## config.mk

```make
export PLATFORM = sky130hd
export DESIGN_NAME = mmra_div
export DESIGN_NICKNAME = d
export VERILOG_FILES = /design/src/rtl/mmra_pkg.sv /design/src/rtl/mmra_div.sv
export SDC_FILE = /design/constraint.sdc
export NUM_CORES = 1
export LEC_CHECK = 0
export ABC_CLOCK_PERIOD_IN_PS = 10830
export BUFFER_PORTS_ARGS = -buffer_cell sky130_fd_sc_hd__buf_2
export CORE_UTILIZATION = 48
export CTS_CLUSTER_SIZE = 10
export DETAILED_ROUTE_END_ITERATION = 16
export PLACE_DENSITY = 0.71
export SYNTH_ARGS = -nofsm -noshare
export SYNTH_HDL_FRONTEND = slang
export SYNTH_SLANG_ARGS = --single-unit
```

## constraint.sdc

```tcl
create_clock -name i_clk -period 10.83 [get_ports i_clk]
set_input_delay 0.5415 -clock i_clk [delete_from_list [all_inputs] [get_ports i_clk]]
set_output_delay 0.5415 -clock i_clk [all_outputs]
set_load 0.01 [all_outputs]
```

## src/rtl/mmra_pkg.sv

```systemverilog
`default_nettype none
package mmra_pkg;

    localparam int SAMPLE_W = 32;
    localparam int CHAN_W   = 4;
    localparam int CFG_IDX_W  = 3;
    localparam int CFG_DATA_W = 31;

    localparam logic [CFG_IDX_W-1:0] CFG_AVG_TYPE   = 3'd0;
    localparam logic [CFG_IDX_W-1:0] CFG_PRE_OP     = 3'd1;
    localparam logic [CFG_IDX_W-1:0] CFG_WINDOW_LEN = 3'd2;
    localparam logic [CFG_IDX_W-1:0] CFG_ALPHA      = 3'd3;
    localparam logic [CFG_IDX_W-1:0] CFG_CRITERION  = 3'd4;
    localparam logic [CFG_IDX_W-1:0] CFG_WATCHED    = 3'd5;

    localparam logic [1:0] AVG_CUM = 2'd0;
    localparam logic [1:0] AVG_WIN = 2'd1;
    localparam logic [1:0] AVG_EXP = 2'd2;

    localparam logic [1:0] PRE_PASS = 2'd0;
    localparam logic [1:0] PRE_ABS  = 2'd1;
    localparam logic [1:0] PRE_SQ   = 2'd2;

    localparam logic [16:0] ALPHA_ONE = 17'd65536;
    localparam logic [6:0]  WLEN_RESET  = 7'd8;
    localparam logic [16:0] ALPHA_RESET = 17'd3277;

    localparam logic signed [31:0] S32_MAX = 32'sh7FFF_FFFF;
    localparam logic signed [31:0] S32_MIN = 32'sh8000_0000;

endpackage
`default_nettype wire

```

## src/rtl/mmra_div.sv

```systemverilog
`default_nettype none
module mmra_div (
    input  wire logic               i_clk,
    input  wire logic               i_rst_n,
    input  wire logic               i_start,
    input  wire logic signed [63:0] i_dividend,
    input  wire logic [32:0]        i_divisor,
    output logic                    o_done,
    output logic signed [31:0]      o_quot
);
    logic        r_busy;
    logic [6:0]  r_cnt;
    logic [33:0] r_rem;
    logic [63:0] r_q;
    logic [32:0] r_d;
    logic        r_neg;
    logic [34:0] trial;
    logic        fits;

    assign trial = {r_rem[33:0], r_q[63]};
    assign fits  = trial >= {2'b00, r_d};

    always_ff @(posedge i_clk) begin
        if (!i_rst_n) begin
            r_busy <= 1'b0;
            r_cnt  <= '0;
            o_done <= 1'b0;
        end else begin
            o_done <= 1'b0;
            if (i_start) begin
                r_busy <= 1'b1;
                r_cnt  <= '0;
                r_rem  <= '0;
                r_neg  <= i_dividend[63];
                r_q    <= i_dividend[63] ? 64'(-i_dividend) : 64'(i_dividend);
                r_d    <= i_divisor;
            end else if (r_busy) begin
                r_rem <= fits ? 34'(trial - {2'b00, r_d}) : trial[33:0];
                r_q   <= {r_q[62:0], fits};
                r_cnt <= r_cnt + 7'd1;
                if (r_cnt == 7'd63) begin
                    r_busy <= 1'b0;
                    o_done <= 1'b1;
                end
            end
        end
    end

    always_comb begin
        if (r_neg) begin
            o_quot = (r_q > 64'h8000_0000) ? mmra_pkg::S32_MIN : 32'(-r_q[31:0]);
        end else begin
            o_quot = (r_q > 64'h7FFF_FFFF) ? mmra_pkg::S32_MAX : $signed(r_q[31:0]);
        end
    end
endmodule
`default_nettype wire

```

==> impl_metrics.yaml, run 1 <==
status:
  run_status: "complete, no violations"
global_route:
  total_track_usage: 0.234
  antenna_found_initial: 0
  grt_pass1_wl_um: 39900
  maximum_number_of_pins_on_one_net_before_global_route_repair: 92
  grt_overflow: 0
  grt_pass1_vias: 8010
layout:
  multiInputGateArea_sq_um: 5390
  nNetsFinal: 1362
  area.growth.synth_to_final_pct: 15.0
  register_area_sq_um: 4140
  n_fill_cell: 1850
  layout_cell_share_with_drive_strength_beyond_1: 0.152
  post-route-util: 0.564
  antennaDiodeCount: 0
  layout_cell_area_excl_fill_sq_um: 11400
synthesis:
  synthesis.instances: 1117
  postSynthRegisterBits: 141
  yosys_warnings: 0
  seq_area_frac_synth: 0.418
  postSynthNetCount: 1254
  ys_types: 60
  synthesis.area_sq_um: 9920
  ys.flop_type: "sky130_fd_sc_hd__edfxtp_1"
  synth-async-reset-ratio: 0
  syn_avg_cell_area_sq_um: 8.88
  count_of_flip_flops_with_a_built_in_enable_after_synthesis: 132
timing:
  period_needed_ns: 4.96
  finalCritPeriodShare: 0.458
  max_slew_margin: 0.260
  skew_ns: 0.0102
  rsz_0062_raised_after_global_routing: "false"
  maxClockFrequency_ghz: 0.202
  drv_slew: 0
  final.setup.tns_ns: 0
  hold_viol_final: 0
  finalSetupViolCount: 0
  max_slew.worst_pin.slew_ns: 1.11
routing:
  drt_wl_total_um: 24600
  wl_per_cell_um: 16.3
  drc: 0
  via_per_inst: 5.79
  drt_first_iter_violations: 708
  detail_route_antenna_nets: 0
  drt_first_pass_iters: 5
  vias: 8738
worst_setup_path:
  crit_fanout: 17
  worstPathRequired_ns: 10.29
  worstSetupStartpointType: "register"
  critical_path.reg2reg.startpoint: "r_rem[1]"
  worstRegToRegCells: 10
  worstSetupPathType: "reg2out"
  timing.critical_path.arrival_ns: 4.42
  timing.reg2reg.setup_slack_ns: 6.89
  critPathLaunch: "r_q[23]"
  r2r-end: "r_rem[33]"
  setup.worst_path.end: "o_quot[23]"
  setup.worst_path.end_class: "primary output"
die:
  die_height_um: 146
  die_w_um: 146
  ioPinCount: 133
  floorplan.initialDensity: 0.490
  floorplan.rows: 52
  floorplan_core_area_sq_um: 20200
  die-area_sq_um: 21200
clock_tree:
  htreeDepth: 4
  cts_tree: "yes"
  clkSinkCount: 141
  postCtsSetupBuffers: 0
  clock_root_buffer: "sky130_fd_sc_hd__clkbuf_16"
  max-clock-path-buffers: 2
  cts_resized: 0
  clock_latency_ns: 0.43
  tritoncts.num_buffers: 17
  cts-hold-fix-buffers: 0
  clk_transition_reported_paths_ns: 0.06
placement:
  dp_hpwl_um: 17700
  postPlaceCellArea_sq_um: 10800
  gp_routability_congestion: 0.952
  numPortBuffers: 132
flow_run:
  maxCapViolations: 0
pwr:
  max-vdd-ir-drop_v: 0.000103
  cellLeakagePower_nw: 4.44
  power_density_nw_per_um2: 147
min_path:
  hold_path.class: "in2reg"
-- stage by stage --
| stage | cells | power [W] | hold slack [ns] | setup WS, ns |
|---|---|---|---|---|
| 6_report | 1508 | 0.00167 | 0.284 | 5.87 |
| 5_1_grt | 1508 | 0.00175 | 0.269 | 5.56 |
| 4_1_cts | 1508 | 0.00168 | 0.274 | 5.87 |
| 3_5_place_dp | 1476 | 0.00107 | 0.466 | 6.33 |
| 3_3_place_gp | 1476 | 0.00106 | 0.466 | 6.46 |
| 2_1_floorplan | 1117 | 0.000963 | 0.433 | 7.06 |
-- critical path, stage by stage, from the launching register on --
cell and delay, ns:
sky130_fd_sc_hd__edfxtp_1 0.45, sky130_fd_sc_hd__or4_1 0.61, sky130_fd_sc_hd__or3_1 0.41, sky130_fd_sc_hd__or4_1 0.50, sky130_fd_sc_hd__o41ai_2 0.31, sky130_fd_sc_hd__nand2_1 0.39, sky130_fd_sc_hd__inv_1 0.47, sky130_fd_sc_hd__nand2_1 0.25
sky130_fd_sc_hd__o311ai_0 0.41, sky130_fd_sc_hd__buf_2 0.20
-- placed cells by master (no fill, tap or decap), types with 17 or more instances in the layout --
cell / count
sky130_fd_sc_hd__nor2_1: 143
sky130_fd_sc_hd__a21oi_1: 137
sky130_fd_sc_hd__edfxtp_1: 132
sky130_fd_sc_hd__buf_2: 131
sky130_fd_sc_hd__nand2_1: 108
sky130_fd_sc_hd__xor2_1: 71
sky130_fd_sc_hd__o21ai_0: 56
sky130_fd_sc_hd__inv_1: 55
sky130_fd_sc_hd__ha_1: 36
sky130_fd_sc_hd__or3_1: 24
sky130_fd_sc_hd__or4_1: 20
sky130_fd_sc_hd__o31ai_1: 20
sky130_fd_sc_hd__xnor2_1: 20
sky130_fd_sc_hd__mux2i_1: 19
sky130_fd_sc_hd__nor3_1: 18
sky130_fd_sc_hd__nand3_1: 17
sky130_fd_sc_hd__a211oi_1: 17
sky130_fd_sc_hd__clkbuf_16: 17
-- kinds of logic (layout without fill, tap and decap cells) --
family	count (synthesis)	in the layout	synth area share
AND/OR/NAND/NOR	401	401	0.192
AO/OA/AOI/OAI	318	318	0.198
flip-flops	141	141	0.418
buffers and inverters	106	227	0.0403
XOR/XNOR	91	91	0.0804
adder cells (fa/ha/maj)	37	37	0.0474
multiplexers	23	23	0.0237
-- cells in the mapped netlist (5+ instances only) --
library cell / count / area (sq um)
sky130_fd_sc_hd__a211oi_1: 17 / 128
sky130_fd_sc_hd__a21o_1: 11 / 82.6
sky130_fd_sc_hd__a21oi_1: 137 / 686
sky130_fd_sc_hd__clkbuf_1: 47 / 176
sky130_fd_sc_hd__dfxtp_1: 9 / 180
sky130_fd_sc_hd__edfxtp_1: 132 / 3960
sky130_fd_sc_hd__ha_1: 36 / 450
sky130_fd_sc_hd__inv_1: 55 / 206
sky130_fd_sc_hd__mux2i_1: 19 / 190
sky130_fd_sc_hd__nand2_1: 108 / 405
sky130_fd_sc_hd__nand2b_1: 8 / 50.1
sky130_fd_sc_hd__nand3_1: 17 / 85.1
sky130_fd_sc_hd__nand4_1: 14 / 87.6
sky130_fd_sc_hd__nor2_1: 143 / 537
sky130_fd_sc_hd__nor2b_1: 9 / 56.3
sky130_fd_sc_hd__nor3_1: 18 / 90.1
sky130_fd_sc_hd__nor4_1: 16 / 100
sky130_fd_sc_hd__o2111ai_1: 5 / 43.8
sky130_fd_sc_hd__o211ai_1: 7 / 52.6
sky130_fd_sc_hd__o21a_1: 12 / 90.1
sky130_fd_sc_hd__o21ai_0: 56 / 280
sky130_fd_sc_hd__o21bai_1: 6 / 45.0
sky130_fd_sc_hd__o22ai_1: 6 / 37.5
sky130_fd_sc_hd__o311ai_0: 8 / 70.1
sky130_fd_sc_hd__o31ai_1: 20 / 150
sky130_fd_sc_hd__o41ai_1: 12 / 105
sky130_fd_sc_hd__or2_2: 8 / 50.1
sky130_fd_sc_hd__or3_1: 24 / 150
sky130_fd_sc_hd__or4_1: 20 / 150
sky130_fd_sc_hd__xnor2_1: 20 / 175
sky130_fd_sc_hd__xor2_1: 71 / 622
-- sequential cells by signal (all words and copies together), names as in the netlist --
name	count
r_d	33
r_neg	1
o_done	1
r_busy	1
r_q	64
r_rem	34
r_cnt	7
-- power by group --
part / internal (W) / leakage (nW) / switching, W / total (W)
Combinational: 0.000154 / 2.82 / 0.000226 / 0.000381
Clock: 0.000382 / 0.296 / 0.000225 / 0.000607
Sequential: 0.000655 / 1.33 / 0.0000309 / 0.000686
-- cell type report --
type                    instances  area share
repair buffers                139      0.0628
clock inverters                13      0.0151
multi-input cells             870       0.473
clock buffers                  19      0.0380
flip-flops and latches        141       0.363
well taps                     270      0.0296
inverters                      56      0.0184
-- per-layer routing --
metal  share of wire  wire [um]  track usage
met1            0.48      11800        0.335
met2            0.45      11000        0.364
met3           0.054       1330       0.0310
met4           0.018        437       0.0811
met5               0          0            0
-- worst min-delay path by stage --
stage | endpoint | cells after the start | from
after floorplan | o_done | 1 | r_cnt[6]
after global placement | o_done | 1 | r_cnt[6]
after detailed placement | o_done | 1 | r_cnt[6]
after CTS | r_d[15] | 1 | i_divisor[15]
after global routing | r_d[9] | 1 | i_divisor[9]
final | r_d[10] | 1 | i_divisor[10]
(Power assumes the default switching activity.)
==> run 2, diff against run 1 <==
Settings changed: ABC_AREA set to 1, ABC_CLOCK_PERIOD_IN_PS 10830 to 4800, PLACE_DENSITY 0.71 to 0.7.
Clock period 10.83 ns to 4.8 ns, I/O delays scaled along.
==> run 2 against run 1 <==
Die area grew 23%. Sequential cell count is the same. First-iteration DRC count grew 23%. Largest cell class unchanged. Highest routed layer unchanged.
==> impl_metrics.yaml, run 2 <==
die:
  floorplan_core_area_sq_um: 25100
  floorplan.initialDensity: 0.489
  die-area_sq_um: 26200
  die_w_um: 162
  die_height_um: 162
  ioPinCount: 133
  floorplan.rows: 58
synthesis:
  synth_compound_area_frac: 0.0746
  ys.flop_type: "sky130_fd_sc_hd__edfxtp_1"
  synth.top_cell.area_share: 0.323
  syn_avg_cell_area_sq_um: 6.68
  post_synthesis_simple_gate_area_fraction: 0.399
  postSynthNetCount: 1976
  synth-async-reset-ratio: 0
  synth.cells.most_frequent: "585 x sky130_fd_sc_hd__nand2_1, 245 x sky130_fd_sc_hd__nor2_1, 242 x sky130_fd_sc_hd__inv_1"
  synthesis.instances: 1839
  ys_types: 49
  seq_area_frac_synth: 0.338
  synthAdderAreaFrac: 0.0383
  netlist.top_cell.by_area: "sky130_fd_sc_hd__edfxtp_1"
  yosys_warnings: 0
  yosys.cell_count.top_type: "sky130_fd_sc_hd__nand2_1"
  count_of_flip_flops_with_a_built_in_enable_after_synthesis: 132
  postSynthRegisterBits: 141
  synth.area.top_cells: "sky130_fd_sc_hd__edfxtp_1 32%, sky130_fd_sc_hd__nand2_1 18%, sky130_fd_sc_hd__nor2_1 7.5%"
  synth_top_family_by_area: "simple AND/OR/NAND/NOR gates"
  synthesis.area_sq_um: 12300
  post_synth_mux_area_share: 0
  synth-xor-area-share: 0.0514
worst_setup_path:
  crit_family: "simple AND/OR/NAND/NOR gates"
  setup.worst_path.end: "o_quot[26]"
  timing.critical_path.arrival_ns: 3.02
  crit_fanout: 31
  critical_path.cell_chain: "nor4_1 -> nand3b_1 -> nor2_1 -> nand2_1 -> o21ai_0 -> o21ai_2 -> buf_2"
  worstRegToRegCells: 10
  worstSetupPathType: "reg2out"
  path_buf_inv: 1
  cpMaxStageDelayCell: "sky130_fd_sc_hd__nor4_1"
  critical_path.reg2reg.startpoint: "r_rem[27]"
  critical-path-max-stage-delay_ns: 0.55
  worstPathRequired_ns: 4.56
  path_depth: 7
  critPathLaunch: "r_q[59]"
  timing.reg2reg.setup_slack_ns: 1.96
  setup.worst_path.end_class: "primary output"
  worstSetupStartpointType: "register"
  r2r-end: "r_rem[23]"
routing:
  wl_per_cell_um: 16.2
  via_per_inst: 5.27
  drt_first_iter_violations: 870
  vias: 12279
  drt_first_pass_iters: 5
  detail_route_antenna_nets: 0
  drc: 0
  drt_wl_total_um: 37600
timing:
  maxClockFrequency_ghz: 0.307
  max_slew.worst_pin.slew_ns: 1.10
  hold_viol_final: 0
  hold_ws_ns: 0.0208
  max_slew_margin: 0.269
  final.setup.tns_ns: 0
  finalCritPeriodShare: 0.679
  rsz_0062_raised_after_global_routing: "false"
  skew_ns: 0.0123
  finalSetupViolCount: 0
  period_needed_ns: 3.26
  drv_slew: 0
layout:
  layout_cell_share_with_drive_strength_beyond_1: 0.129
  largest_registers: "r_q (64), r_rem (34), r_d (33)"
  nNetsFinal: 2119
  largest_reg_by_ff_count: "r_q"
  most-common-layout-cells: "584 x sky130_fd_sc_hd__nand2_1, 245 x sky130_fd_sc_hd__nor2_1, 242 x sky130_fd_sc_hd__inv_1, 132 x sky130_fd_sc_hd__buf_2, 132 x sky130_fd_sc_hd__edfxtp_1"
  layout.cells.non_filler: 2328
  area.growth.synth_to_final_pct: 14.8
  final_common_cell: "sky130_fd_sc_hd__nand2_1"
  max_reg_flops: 64
clock_tree:
  max-clock-path-buffers: 2
  clkSinkCount: 141
  clock_root_buffer: "sky130_fd_sc_hd__clkbuf_16"
  cts_tree: "yes"
  clk_transition_reported_paths_ns: 0.07
  tritoncts.num_buffers: 17
  cts-hold-fix-buffers: 31
  cts_resized: 0
  postCtsSetupBuffers: 0
  htreeDepth: 4
  clock_latency_ns: 0.44
placement:
  cells_after_dpl: 2262
  gp_routability_congestion: 0.971
  numPortBuffers: 132
  dp_hpwl_um: 29300
global_route:
  grt_pass1_wl_um: 60200
  total_track_usage: 0.296
  grt_overflow: 0
  grt_pass1_vias: 11851
  antenna_found_initial: 3
  maximum_number_of_pins_on_one_net_before_global_route_repair: 64
pwr:
  cellLeakagePower_nw: 6.66
  power_density_nw_per_um2: 306
  max-vdd-ir-drop_v: 0.000189
min_path:
  hold_path.class: "in2reg"
flow_run:
  maxCapViolations: 0
status:
  run_status: "complete, no violations"
[run 2: final cells by class]
class                      instances  area (sq um)
sequential                       141          4140
inverter                         258           973
clock buffer                      22           528
clock inverter                    10          83.8
antenna                            3          7.51
fill                            2571         11000
tap                              330           413
multi-input combinational       1394          6920
timing repair buffer             170          1020
[run 2: power breakdown]
group / internal, W / total, W / switching (W)
combinational: 0.000467 / 0.00134 / 0.000874
clock: 0.000796 / 0.00138 / 0.000589
sequential: 0.00151 / 0.00159 / 0.0000819
[run 2: worst min path at each step]
stage                  start       to  cells past startpoint
3_3_place_gp   i_divisor[28]  r_d[28]                      1
5_1_grt        i_divisor[17]  r_d[17]                      1
2_1_floorplan   i_divisor[0]   r_d[0]                      0
6_report       i_divisor[18]  r_d[18]                      1
4_1_cts        i_divisor[18]  r_d[18]                      1
3_5_place_dp    i_divisor[4]   r_d[4]                      1
[run 2: stage by stage]
step	area, sq um	setup WS, ns	power [W]	utilization
after floorplan	12300	1.64	0.00258	-
after global placement	13200	2.03	0.00292	0.524
after detailed placement	13200	1.97	0.00293	0.524
after CTS	14100	1.56	0.00433	0.561
after global routing	14100	1.29	0.00456	0.561
final	14100	1.54	0.00432	0.561
[run 2: metal layers]
layer | part of all wire | wire [um] | global-route usage | vias to the layer above
met1 | 0.42 | 15700 | 0.358 | 5625
met2 | 0.50 | 18700 | 0.524 | 387
met3 | 0.051 | 1920 | 0.0416 | 82
li1 | - | - | - | 6185
met4 | 0.034 | 1280 | 0.124 | 0
met5 | 0 | 0 | 0 | -
[run 2: worst register-to-register path: stages, from the launching register on]
cell and delay [ns]:
sky130_fd_sc_hd__edfxtp_1 0.40, sky130_fd_sc_hd__ha_1 0.40, sky130_fd_sc_hd__a21oi_1 0.26, sky130_fd_sc_hd__o21ai_0 0.15
sky130_fd_sc_hd__a21oi_1 0.23, sky130_fd_sc_hd__nand2_2 0.12, sky130_fd_sc_hd__nor2_8 0.46, sky130_fd_sc_hd__nand2_8 0.22
sky130_fd_sc_hd__inv_6 0.28, sky130_fd_sc_hd__nor2_1 0.10, sky130_fd_sc_hd__nor2_1 0.09
[run 2: logic make-up (layout without fill, tap and decap cells)]
| family | after synthesis | after routing |
|---|---|---|
| flip-flops | 141 | 141 |
| AO/OA/AOI/OAI | 168 | 168 |
| adder cells (fa/ha/maj) | 37 | 37 |
| AND/OR/NAND/NOR | 1117 | 1117 |
| XOR/XNOR | 72 | 72 |
| other | 0 | 3 |
| buffers and inverters | 304 | 460 |
